--- config.mk ---
export PLATFORM = sky130hd
export DESIGN_NAME = differential_drive_mixer_slew_core
export DESIGN_NICKNAME = d
export VERILOG_FILES = /design/src/rtl/ddms_pkg.sv /design/src/rtl/ddms_div.sv /design/src/rtl/ddms_ctrl.sv /design/src/rtl/ddms_dp.sv /design/src/rtl/differential_drive_mixer_slew_core.sv
export SDC_FILE = /design/constraint.sdc
export NUM_CORES = 2
export LEC_CHECK = 0
export BUFFER_PORTS_ARGS = -buffer_cell sky130_fd_sc_hd__buf_2
export CAP_MARGIN = 25
export CORE_MARGIN = 2
export CORE_UTILIZATION = 40
export DETAILED_ROUTE_END_ITERATION = 10
export GPL_TIMING_DRIVEN = 0
export PLACE_DENSITY = 0.59
export SYNTH_ARGS = -nofsm -noshare
export SYNTH_HDL_FRONTEND = slang
export SYNTH_HIERARCHICAL = 1
export SYNTH_SLANG_ARGS = --single-unit
--- constraint.sdc ---
create_clock -name clk -period 10.2 [get_ports clk]
set_input_delay 0.51 -clock clk [delete_from_list [all_inputs] [get_ports clk]]
set_output_delay 0.51 -clock clk [all_outputs]
set_load 0.01 [all_outputs]
--- src/rtl/ddms_pkg.sv ---
// Shared constants, register and operation codes, and control structs for the drive mixer.
package ddms_pkg;

  localparam int RC_BITS      = 12;
  localparam int DRIVE_BITS   = 11;
  localparam int CENTER_BITS  = 12;
  localparam int RANGE_BITS   = 12;
  localparam int PWM_BITS     = 10;
  localparam int CFG_BITS     = 12;
  localparam int CFG_IDX_BITS = 3;
  localparam int OP_BITS      = 2;

  localparam int CTR_BITS  = (RC_BITS > CENTER_BITS) ? RC_BITS : CENTER_BITS;
  localparam int MAG_BITS  = CTR_BITS + PWM_BITS;
  localparam int CNT_BITS  = $clog2(MAG_BITS);
  localparam int DRIVE_MAX = 2 ** (DRIVE_BITS - 1) - 1;
  localparam int SC_BITS   = PWM_BITS + 1;
  localparam int MIX_BITS  = PWM_BITS + 2;
  localparam int SLEW_BITS = ((DRIVE_BITS > SC_BITS) ? DRIVE_BITS : SC_BITS) + 2;

  localparam logic [CFG_IDX_BITS-1:0] REG_CENTER    = 3'd0;
  localparam logic [CFG_IDX_BITS-1:0] REG_SPAN      = 3'd1;
  localparam logic [CFG_IDX_BITS-1:0] REG_PWM_MAX   = 3'd2;
  localparam logic [CFG_IDX_BITS-1:0] REG_DEADZONE  = 3'd3;
  localparam logic [CFG_IDX_BITS-1:0] REG_SLEW_RATE = 3'd4;

  localparam logic [OP_BITS-1:0] OP_UPDATE = 2'd0;
  localparam logic [OP_BITS-1:0] OP_STOP   = 2'd1;

  typedef struct packed {
    logic load;
    logic mul;
    logic div_start;
    logic div_step;
    logic scale;
    logic mix;
    logic emit;
  } cmd_t;

  typedef struct packed {
    logic update;
  } status_t;

endpackage

--- src/rtl/ddms_div.sv ---
// Restoring unsigned divider, one quotient bit per step.
module ddms_div (
  input  logic                           clk,
  input  logic                           start,
  input  logic                           step,
  input  logic [ddms_pkg::MAG_BITS-1:0]  dividend,
  input  logic [ddms_pkg::RANGE_BITS-1:0] divisor,
  output logic [ddms_pkg::MAG_BITS-1:0]  quotient
);

  logic [ddms_pkg::RANGE_BITS-1:0] rem;
  logic [ddms_pkg::RANGE_BITS:0]   trial;
  logic                            fits;

  assign trial = {rem, quotient[ddms_pkg::MAG_BITS-1]};
  assign fits  = trial >= {1'b0, divisor};

  always_ff @(posedge clk) begin
    if (start) begin
      rem      <= '0;
      quotient <= dividend;
    end else if (step) begin
      rem      <= fits ? ddms_pkg::RANGE_BITS'(trial - {1'b0, divisor})
                       : ddms_pkg::RANGE_BITS'(trial);
      quotient <= {quotient[ddms_pkg::MAG_BITS-2:0], fits};
    end
  end

endmodule

--- src/rtl/ddms_ctrl.sv ---
// Sequencer for the drive mixer: handshakes, divider stepping, output word valid.
module ddms_ctrl (
  input  logic                clk,
  input  logic                rst,
  input  logic                in_valid,
  output logic                in_stall,
  output logic                out_valid,
  input  logic                out_stall,
  input  ddms_pkg::status_t   status,
  output ddms_pkg::cmd_t      cmd
);

  localparam logic [2:0] S_IDLE  = 3'd0;
  localparam logic [2:0] S_MUL   = 3'd1;
  localparam logic [2:0] S_INIT  = 3'd2;
  localparam logic [2:0] S_DIV   = 3'd3;
  localparam logic [2:0] S_SCALE = 3'd4;
  localparam logic [2:0] S_MIX   = 3'd5;
  localparam logic [2:0] S_EMIT  = 3'd6;

  logic [2:0]                    state, state_next;
  logic [ddms_pkg::CNT_BITS-1:0] cnt, cnt_next;
  logic                          out_valid_next;
  logic                          accept;

  assign in_stall = state != S_IDLE;
  assign accept   = in_valid && !in_stall;

  always_comb begin
    state_next     = state;
    cnt_next       = cnt;
    out_valid_next = out_valid && out_stall;
    cmd            = '0;
    unique case (state)
      S_IDLE: begin
        if (accept) begin
          cmd.load   = 1'b1;
          state_next = S_MUL;
        end
      end
      S_MUL: begin
        if (status.update) begin
          cmd.mul    = 1'b1;
          state_next = S_INIT;
        end else begin
          state_next = S_MIX;
        end
      end
      S_INIT: begin
        cmd.div_start = 1'b1;
        cnt_next      = ddms_pkg::CNT_BITS'(ddms_pkg::MAG_BITS - 1);
        state_next    = S_DIV;
      end
      S_DIV: begin
        cmd.div_step = 1'b1;
        cnt_next     = cnt - 1'b1;
        if (cnt == '0) state_next = S_SCALE;
      end
      S_SCALE: begin
        cmd.scale  = 1'b1;
        state_next = S_MIX;
      end
      S_MIX: begin
        cmd.mix    = 1'b1;
        state_next = S_EMIT;
      end
      S_EMIT: begin
        if (!out_valid || !out_stall) begin
          cmd.emit       = 1'b1;
          out_valid_next = 1'b1;
          state_next     = S_IDLE;
        end
      end
      default: state_next = S_IDLE;
    endcase
  end

  always_ff @(posedge clk) begin
    if (rst) begin
      state     <= S_IDLE;
      cnt       <= '0;
      out_valid <= 1'b0;
    end else begin
      state     <= state_next;
      cnt       <= cnt_next;
      out_valid <= out_valid_next;
    end
  end

endmodule

--- src/rtl/ddms_dp.sv ---
// Datapath: config registers, centering, scaling, mixing, slew limiting, output word.
module ddms_dp (
  input  logic                                 clk,
  input  logic                                 rst,
  input  logic                                 cfg_we,
  input  logic [ddms_pkg::CFG_IDX_BITS-1:0]    cfg_index,
  input  logic [ddms_pkg::CFG_BITS-1:0]        cfg_data,
  input  logic [ddms_pkg::OP_BITS-1:0]         operation,
  input  logic [ddms_pkg::RC_BITS-1:0]         steer_raw,
  input  logic [ddms_pkg::RC_BITS-1:0]         throttle_raw,
  input  ddms_pkg::cmd_t                       cmd,
  output ddms_pkg::status_t                    status,
  output logic signed [ddms_pkg::DRIVE_BITS-1:0] left_drive,
  output logic signed [ddms_pkg::DRIVE_BITS-1:0] right_drive,
  output logic                                 drivers_enabled
);

  localparam int PB = ddms_pkg::PWM_BITS;
  localparam int SB = ddms_pkg::SLEW_BITS;
  localparam int DB = ddms_pkg::DRIVE_BITS;
  localparam int CB = ddms_pkg::CTR_BITS;
  localparam int MB = ddms_pkg::MAG_BITS;

  logic [ddms_pkg::CENTER_BITS-1:0] stick_center;
  logic [ddms_pkg::RANGE_BITS-1:0]  stick_span;
  logic [PB-1:0]                    pwm_max, deadzone, slew_rate;

  logic signed [DB-1:0] left_output, right_output;
  logic                 enable_flag;

  logic [ddms_pkg::OP_BITS-1:0] op_q;
  logic [ddms_pkg::RC_BITS-1:0] steer_q, throt_q;

  logic [PB-1:0]                   lim;
  logic [ddms_pkg::RANGE_BITS-1:0] divisor;
  logic [CB-1:0]                   ctr_ext, s_ext, t_ext;
  logic [MB-1:0]                   s_prod, t_prod, s_quo, t_quo;
  logic                            s_neg, t_neg;
  logic signed [ddms_pkg::SC_BITS-1:0]  s_sc, t_sc, l_tgt, r_tgt;
  logic signed [ddms_pkg::MIX_BITS-1:0] l_sum, r_sum;

  function automatic logic signed [ddms_pkg::SC_BITS-1:0] scale_fn(
    input logic [MB-1:0] q, input logic neg, input logic [PB-1:0] lm,
    input logic [PB-1:0] dz);
    logic [PB-1:0] mag;
    mag = (q > MB'(lm)) ? lm : q[PB-1:0];
    if (mag < dz) mag = '0;
    return neg ? -$signed({1'b0, mag}) : $signed({1'b0, mag});
  endfunction

  function automatic logic signed [ddms_pkg::SC_BITS-1:0] clamp_mix(
    input logic signed [ddms_pkg::MIX_BITS-1:0] v, input logic [PB-1:0] lm);
    logic signed [ddms_pkg::MIX_BITS-1:0] hi;
    hi = $signed({2'b00, lm});
    if (v > hi) return ddms_pkg::SC_BITS'(hi);
    if (v < -hi) return ddms_pkg::SC_BITS'(-hi);
    return ddms_pkg::SC_BITS'(v);
  endfunction

  function automatic logic signed [DB-1:0] clamp_out(
    input logic signed [DB-1:0] v, input logic [PB-1:0] lm);
    logic signed [SB-1:0] w, hi;
    w  = SB'(v);
    hi = $signed(SB'(lm));
    if (w > hi) w = hi;
    else if (w < -hi) w = -hi;
    return DB'(w);
  endfunction

  function automatic logic signed [DB-1:0] slew_fn(
    input logic signed [DB-1:0] cur, input logic signed [ddms_pkg::SC_BITS-1:0] tgt,
    input logic [PB-1:0] rate);
    logic signed [SB-1:0] c, t, n, st;
    c  = SB'(cur);
    t  = SB'(tgt);
    st = $signed(SB'(rate));
    if ((c > 0 && t < 0) || (c < 0 && t > 0)) t = '0;
    n = c;
    if (c < t) begin
      n = c + st;
      if (n > t) n = t;
    end else if (c > t) begin
      n = c - st;
      if (n < t) n = t;
    end
    return DB'(n);
  endfunction

  assign lim = (32'(pwm_max) > ddms_pkg::DRIVE_MAX) ? PB'(ddms_pkg::DRIVE_MAX) : pwm_max;
  assign divisor = (stick_span == '0) ? ddms_pkg::RANGE_BITS'(1) : stick_span;
  assign status.update = op_q == ddms_pkg::OP_UPDATE;

  assign ctr_ext = CB'(stick_center);
  assign s_ext   = CB'(steer_q);
  assign t_ext   = CB'(throt_q);

  always_ff @(posedge clk) begin
    if (rst) begin
      stick_center <= ddms_pkg::CENTER_BITS'(1500);
      stick_span   <= ddms_pkg::RANGE_BITS'(500);
      pwm_max      <= PB'(255);
      deadzone     <= PB'(10);
      slew_rate    <= PB'(5);
    end else if (cfg_we) begin
      unique case (cfg_index)
        ddms_pkg::REG_CENTER:    stick_center <= cfg_data[ddms_pkg::CENTER_BITS-1:0];
        ddms_pkg::REG_SPAN:      stick_span   <= cfg_data[ddms_pkg::RANGE_BITS-1:0];
        ddms_pkg::REG_PWM_MAX:   pwm_max      <= cfg_data[PB-1:0];
        ddms_pkg::REG_DEADZONE:  deadzone     <= cfg_data[PB-1:0];
        ddms_pkg::REG_SLEW_RATE: slew_rate    <= cfg_data[PB-1:0];
        default: ;
      endcase
    end
  end

  // input capture, centered magnitude times pwm_max, scaled values, output word
  always_ff @(posedge clk) begin
    if (cmd.load) begin
      op_q    <= operation;
      steer_q <= steer_raw;
      throt_q <= throttle_raw;
    end
    if (cmd.mul) begin
      s_neg  <= s_ext < ctr_ext;
      t_neg  <= t_ext < ctr_ext;
      s_prod <= MB'((s_ext < ctr_ext) ? ctr_ext - s_ext : s_ext - ctr_ext) * MB'(pwm_max);
      t_prod <= MB'((t_ext < ctr_ext) ? ctr_ext - t_ext : t_ext - ctr_ext) * MB'(pwm_max);
    end
    if (cmd.scale) begin
      s_sc <= scale_fn(s_quo, s_neg, lim, deadzone);
      t_sc <= scale_fn(t_quo, t_neg, lim, deadzone);
    end
    if (cmd.emit) begin
      left_drive      <= clamp_out(left_output, lim);
      right_drive     <= clamp_out(right_output, lim);
      drivers_enabled <= enable_flag;
    end
  end

  ddms_div u_div_steer (
    .clk      (clk),
    .start    (cmd.div_start),
    .step     (cmd.div_step),
    .dividend (s_prod),
    .divisor  (divisor),
    .quotient (s_quo)
  );

  ddms_div u_div_throttle (
    .clk      (clk),
    .start    (cmd.div_start),
    .step     (cmd.div_step),
    .dividend (t_prod),
    .divisor  (divisor),
    .quotient (t_quo)
  );

  always_comb begin
    l_sum = ddms_pkg::MIX_BITS'(t_sc) + ddms_pkg::MIX_BITS'(s_sc);
    r_sum = ddms_pkg::MIX_BITS'(t_sc) - ddms_pkg::MIX_BITS'(s_sc);
    if (status.update) begin
      l_tgt = clamp_mix(l_sum, lim);
      r_tgt = clamp_mix(r_sum, lim);
    end else begin
      l_tgt = '0;
      r_tgt = '0;
    end
  end

  always_ff @(posedge clk) begin
    if (rst) begin
      left_output  <= '0;
      right_output <= '0;
      enable_flag  <= 1'b1;
    end else if (cmd.mix) begin
      priority if (op_q == ddms_pkg::OP_UPDATE || op_q == ddms_pkg::OP_STOP) begin
        left_output  <= slew_fn(left_output, l_tgt, slew_rate);
        right_output <= slew_fn(right_output, r_tgt, slew_rate);
        if (status.update) enable_flag <= 1'b1;
      end else begin
        left_output  <= '0;
        right_output <= '0;
        enable_flag  <= 1'b0;
      end
    end
  end

endmodule

--- src/rtl/differential_drive_mixer_slew_core.sv ---
// Top level of the differential drive mixer with slew-rate limit.
//
//   channel   handshake            payload
//   input     in_valid / in_stall  operation, steer_raw, throttle_raw
//   output    out_valid / out_stall left_drive, right_drive, drivers_enabled
//   config    cfg_we               cfg_index, cfg_data
//
// An update word is computed by the two bit-serial dividers running side by side;
// soft stop and failsafe skip the dividers.
// A new input word is taken while the previous result waits on out_stall.
// Synchronous reset restores the register defaults, zero internal drive, enable flag set.
module differential_drive_mixer_slew_core (
  input  logic                                   clk,
  input  logic                                   rst,
  input  logic                                   cfg_we,
  input  logic [ddms_pkg::CFG_IDX_BITS-1:0]      cfg_index,
  input  logic [ddms_pkg::CFG_BITS-1:0]          cfg_data,
  input  logic                                   in_valid,
  output logic                                   in_stall,
  input  logic [ddms_pkg::OP_BITS-1:0]           operation,
  input  logic [ddms_pkg::RC_BITS-1:0]           steer_raw,
  input  logic [ddms_pkg::RC_BITS-1:0]           throttle_raw,
  output logic                                   out_valid,
  input  logic                                   out_stall,
  output logic signed [ddms_pkg::DRIVE_BITS-1:0] left_drive,
  output logic signed [ddms_pkg::DRIVE_BITS-1:0] right_drive,
  output logic                                   drivers_enabled
);

  ddms_pkg::cmd_t    cmd;
  ddms_pkg::status_t status;

  ddms_ctrl u_ctrl (
    .clk       (clk),
    .rst       (rst),
    .in_valid  (in_valid),
    .in_stall  (in_stall),
    .out_valid (out_valid),
    .out_stall (out_stall),
    .status    (status),
    .cmd       (cmd)
  );

  ddms_dp u_dp (
    .clk             (clk),
    .rst             (rst),
    .cfg_we          (cfg_we),
    .cfg_index       (cfg_index),
    .cfg_data        (cfg_data),
    .operation       (operation),
    .steer_raw       (steer_raw),
    .throttle_raw    (throttle_raw),
    .cmd             (cmd),
    .status          (status),
    .left_drive      (left_drive),
    .right_drive     (right_drive),
    .drivers_enabled (drivers_enabled)
  );

endmodule

[Yosys cells after proc, flatten, opt, wreduce, memory -nomap -nowiden]
Index checks and enable logic that the tools add are counted.
Storage, ports and cells
  output and inout port bits: 25
  bits of input ports: 46
  bits in registers: 271
  logic and storage cells: 208
Cells by class
  reductions and logical operators: 30
  equal/unequal tests: 17
  multiply operators: 2
  $add $sub $neg: 17
  order comparisons: 32
  muxes and demuxes: 79
Operator list (number)
  $mux W11: 22
  $mux W22: 6
  $mux W13: 8
  $mux W10: 10
  $lt A11 B13 Y1: 4
  $sub A12 B12 Y13: 4
  $lt A12 B12 Y1: 4
  $gt A11 B1 Y1 const B: 4
  $gt A22 B10 Y1: 2
  $lt A11 B1 Y1 const B: 4
  $mul A22 B10 Y22: 2
  $add A11 B11 Y12: 3
  $mux W12: 3
  $sub A11 B11 Y12: 3
  $ge A13 B12 Y1: 2
  $gt A11 B13 Y1: 2
  $gt A12 B13 Y1: 2
  $lt A12 B13 Y1: 2
  $gt A12 B11 Y1: 2
  $mux W1: 24
  $sub A12 B12 Y12: 2
  $gt A11 B11 Y1: 2
  $neg A10 Y11: 2
  $pmux W3 S7: 1
  other kinds (24): 57

[Logic depth before layout (Yosys ltp)]
  depth after elaboration: 21
  depth in mapped cells: 34
  mapped depth without buffers: 32

[By module]
The synthesis kept the hierarchy.
Modules (own cells, without submodules)
  ddms_dp: area each 27729.1 µm², cells an instance 3165, instances 1
  ddms_div: area each 2189.6 µm², cells an instance 211, instances 2
  ddms_ctrl: area each 524.3 µm², cells an instance 64, instances 1

[Worst setup path after synthesis]
No wires, ideal clock.
  path type: flip-flop to flip-flop
  start point: reg u_dp.stick_center (netlist bit u_dp/ctr_ext[1])
  end point: reg u_dp.s_prod[21], data pin
  arrival: 7.930 ns
  slack: 2.009 ns
  clock period less this slack: 8.191 ns
  setup time: 0.261 ns
  cell stages (with the launch flop): 33
  cells stage by stage: dfxtp_1 -> inv_1 -> ha_1 -> nor2b_1 -> o21a_1 -> o21ai_1 -> a21oi_1 -> o21a_1 -> o211a_2 -> nor2_4 -> mux2_2 -> mux2_2 -> nor3_2 -> nand2_1 -> fa_1 -> inv_1 -> fa_1 -> inv_1 -> fa_1 -> inv_1 -> fa_1 -> fa_1 -> ha_1 -> clkbuf_1 -> and4_1 -> a211oi_1 -> o21ai_1 -> a41o_1 -> o41a_1 -> a21o_1 -> a21oi_1 -> o21ai_0 -> xnor2_1
Between the ends
  cells in the longest elaborated chain, start to end: 3
  elaborated cells between the ends (all ways): 5
Ends and longest elaborated chain
  start: declaration: line ddms_dp.sv:24  | logic [ddms_pkg::CENTER_BITS-1:0] stick_center;
  start signal: assignment: line ddms_dp.sv:99  | stick_center <= ddms_pkg::CENTER_BITS'(1500);
  start signal: assignment: line ddms_dp.sv:106  | ddms_pkg::REG_CENTER: stick_center <= cfg_data[ddms_pkg::CENTER_BITS-1:0];
  $sub A12 B12 Y13 / $lt A12 B12 Y1 (equally long branches): line ddms_dp.sv:126  | s_prod <= MB'((s_ext < ctr_ext) ? ctr_ext - s_ext : s_ext - ctr_ext) * MB'(pwm_max);
  $mux W22 (*): line ddms_dp.sv:126
  $mul A22 B10 Y22 (*): line ddms_dp.sv:126
  end signal: assignment: line ddms_dp.sv:126
  end: declaration: line ddms_dp.sv:37  | logic [MB-1:0] s_prod, t_prod, s_quo, t_quo;
Every way passes the cells marked *; elsewhere a longest branch is shown, timed or not.
A chain may end at the register's enable or synchronous reset.

[Worst setup path after layout]
Ends and elaborated chain as after synthesis.

==> reports/metrics.yaml <==
cts_buffers: 36
clockBufferDepth: 3
status: "finished clean"
fillers: 8018
yosysTopAreaCell: "ha_1"
syn_avg_cell_area_um2: 8.938
placed_cells: 4794
syn-num-nets: 4329
cpMostUsedCell: "fa_1"
viasPerCell: 5.559
path_max_fanout: 9
io_pins: 71
vias: 27040
gp_congestion: 0.9599
layout-drive-gt1-share_pct: 8.888
cts-resized-gates: 0
fin_cells: 4864
syn2layout_area_growth_pct: 9.639
skew_ns: 0.02440
core_area_mm2: 0.08068
grt_setup_unrepaired: "false"
synthCells: 3651
final_max_slew_viol_count: 0
path_class: "flip-flop to flip-flop"
fin_nets: 4453
antenna_found_initial: 1
period_share_pct: 93.07
min_period_ns: 9.493
worstSetupEndpointType: "flip-flop"
synth_edf_count: 161
grt_pass1_wl_um: 153000
async_flop_share_pct: 0
yosysWarningCount: 6
cts_max_level: 2
firstDrtPassIters: 6
cts_tree: "done"
hp-class: "primary input to flip-flop"
synth_top_area_share_pct: 15.34
fp.dieH_um: 289.6
gr-total-overflow: 0
clock_latency_ns: 0.56
grt_pass1_vias: 26530
synth.distinct_cells: 123
synth_flop_cell: "edfxtp_1"
drc: 0
wl_per_cell_um: 20.14
slew_headroom_pct: 27.57
ant_nets: 0
design_area_mm2: 0.03578
placed_cell_area_mm2: 0.03449
routed_wl_um: 97980
dieWidth_um: 289.6
setup_tns_ns: 0
hpwl_um: 79340
path_clk_slew_ns: 0.06
dieArea_mm2: 0.08388
postCtsSetupBuffers: 0
hold_violations: 0
cap_violations: 0
synthTopCellsByArea: "ha_1 15%, edfxtp_1 15%, fa_1 14%"
rows: 104
cp_slowest_cell: "nor3_2"
arrival_ns: 9.85
slowest_delay_ns: 0.62
critPathLaunchType: "flip-flop"
worstMarginPinSlew_ns: 1.079
hold_buffers: 0
numClockSinks: 271
grt_max_degree: 25
start_util_pct: 40.45
ys_ff_latch: 271
track_usage_pct: 23.49
drtIter0Drc: 1744
most-common-layout-cells: "423 x nand2_1, 400 x ha_1, 379 x inv_1, 248 x nor2_1, 232 x fa_1"
root_buffer: "clkbuf_16"
synth_area_mm2: 0.03263
clock.fmax_mhz: 105.3
mostFrequentLayoutCell: "nand2_1"
finalSetupViolCount: 0
port_buffers: 70
ys_seq_area_share_pct: 21.56
cp_data_required_time_ns: 10.56
registers in the layout, indices dropped and copies added (netlist names), 2 cells and up:
signal                        cells
u_ctrl/cnt                        5
u_ctrl/state                      3
u_dp/ctr_ext                     12
u_dp/deadzone                    10
u_dp/left_drive                  11
u_dp/left_output                 11
u_dp/lim                         10
u_dp/op_q                         2
u_dp/right_drive                 11
u_dp/right_output                11
u_dp/s_ext                       12
u_dp/s_prod                      22
u_dp/s_sc                        11
u_dp/slew_rate                   10
u_dp/stick_span                  12
u_dp/t_ext                       12
u_dp/t_prod                      22
u_dp/t_sc                        11
u_dp/u_div_steer/quotient        22
u_dp/u_div_steer/rem             12
u_dp/u_div_throttle/quotient     22
u_dp/u_div_throttle/rem          12
path summary, 6_finish.rpt:
| kind | from | endpoint | slack, ns | depth (start not counted) |
|---|---|---|---|---|
| worst max-delay path | u_dp/ctr_ext[1] | u_dp/s_prod[21] | 0.71 | 32 |
| worst max register to register | u_dp/ctr_ext[1] | u_dp/s_prod[21] | 0.71 | 32 |
| worst min register to register | u_dp/deadzone[9] | u_dp/deadzone[9] | 0.46 | 2 |
| worst min-delay path | steer_raw[5] | u_dp/s_ext[5] | 0.12 | 1 |
Yosys cell counts (10+ instances only):
cell,n
nand2_1,423
ha_1,400
inv_1,379
nor2_1,249
fa_1,232
a21oi_1,210
edfxtp_1,161
xnor2_1,116
clkbuf_1,115
dfxtp_1,110
o21ai_0,106
mux2i_1,74
o21a_1,69
mux2_2,66
and2_1,63
nor2b_1,63
nand2b_1,58
nor3_1,58
nand3_1,56
a21o_1,43
nand4_1,30
buf_2,25
o31ai_1,25
xor2_1,25
o211ai_1,24
a211oi_1,23
o21ai_1,23
o22ai_1,23
o21bai_1,22
or3_1,21
nor4_1,20
a211o_1,19
nand3b_1,19
a31oi_1,17
and3_1,15
a311oi_1,12
a21boi_0,10
a311oi_2,10
or2_2,10
layout make-up:
type	count	area [µm²]	area share [%]
repair buffers	86	506.7	1.416
multi-input cells	2843	23570	65.87
plain buffers	147	615.6	1.721
diodes	1	2.502	0.006994
inverters	390	1464	4.092
clock inverters	23	279.0	0.7799
flip-flops and latches	271	7037	19.67
clock buffers	43	979.7	2.738
well taps	1060	1326	3.707
kinds of logic (layout without fill, tap and decap cells):
group	Yosys count	count (layout)	share of synthesized area, %
AO/OA/AOI/OAI	783	783	17.05
adder cells (fa/ha/maj)	632	632	29.57
buffers and inverters	537	689	6.372
other	0	1	0
flip-flops	271	271	21.56
XOR/XNOR	143	143	3.919
AND/OR/NAND/NOR	1144	1144	16.95
multiplexers	141	141	4.582
per-stage QoR:
| step | hold WS (ns) | utilization (%) | setup slack (ns) |
|---|---|---|---|
| 5_1_grt | 0.1033 | 44.35 | 0.1741 |
| 3_5_place_dp | 0.4505 | 42.75 | 0.5854 |
| 4_1_cts | 0.07576 | 44.31 | 0.5169 |
| 2_1_floorplan | 0.4090 | - | 2.009 |
| 3_3_place_gp | 0.4448 | 42.53 | 0.6745 |
| 6_report | 0.1237 | 44.35 | 0.7068 |
layer usage:
layer	wire [µm]	vias to the layer above	GRT usage [%]
met5	0	-	0
met1	43330	13090	31.27
met2	46400	787	40.02
met3	5109	167	2.449
li1	-	12990	-
met4	3134	0	7.513
worst max-delay path: cells and delay by family (launching register included):
family / cells / cell delay (ns)
AO/OA/AOI/OAI: 12 / 2.55
XOR/XNOR: 1 / 0.30
adder cells (fa/ha/maj): 7 / 3.14
buffers and inverters: 5 / 0.60
flip-flops: 1 / 0.58
multiplexers: 2 / 0.67
AND/OR/NAND/NOR: 5 / 1.41
Power is left out: the tool's default activity adds up to more than one toggle a clock period on the data nets, which glitch-free logic cannot reach.
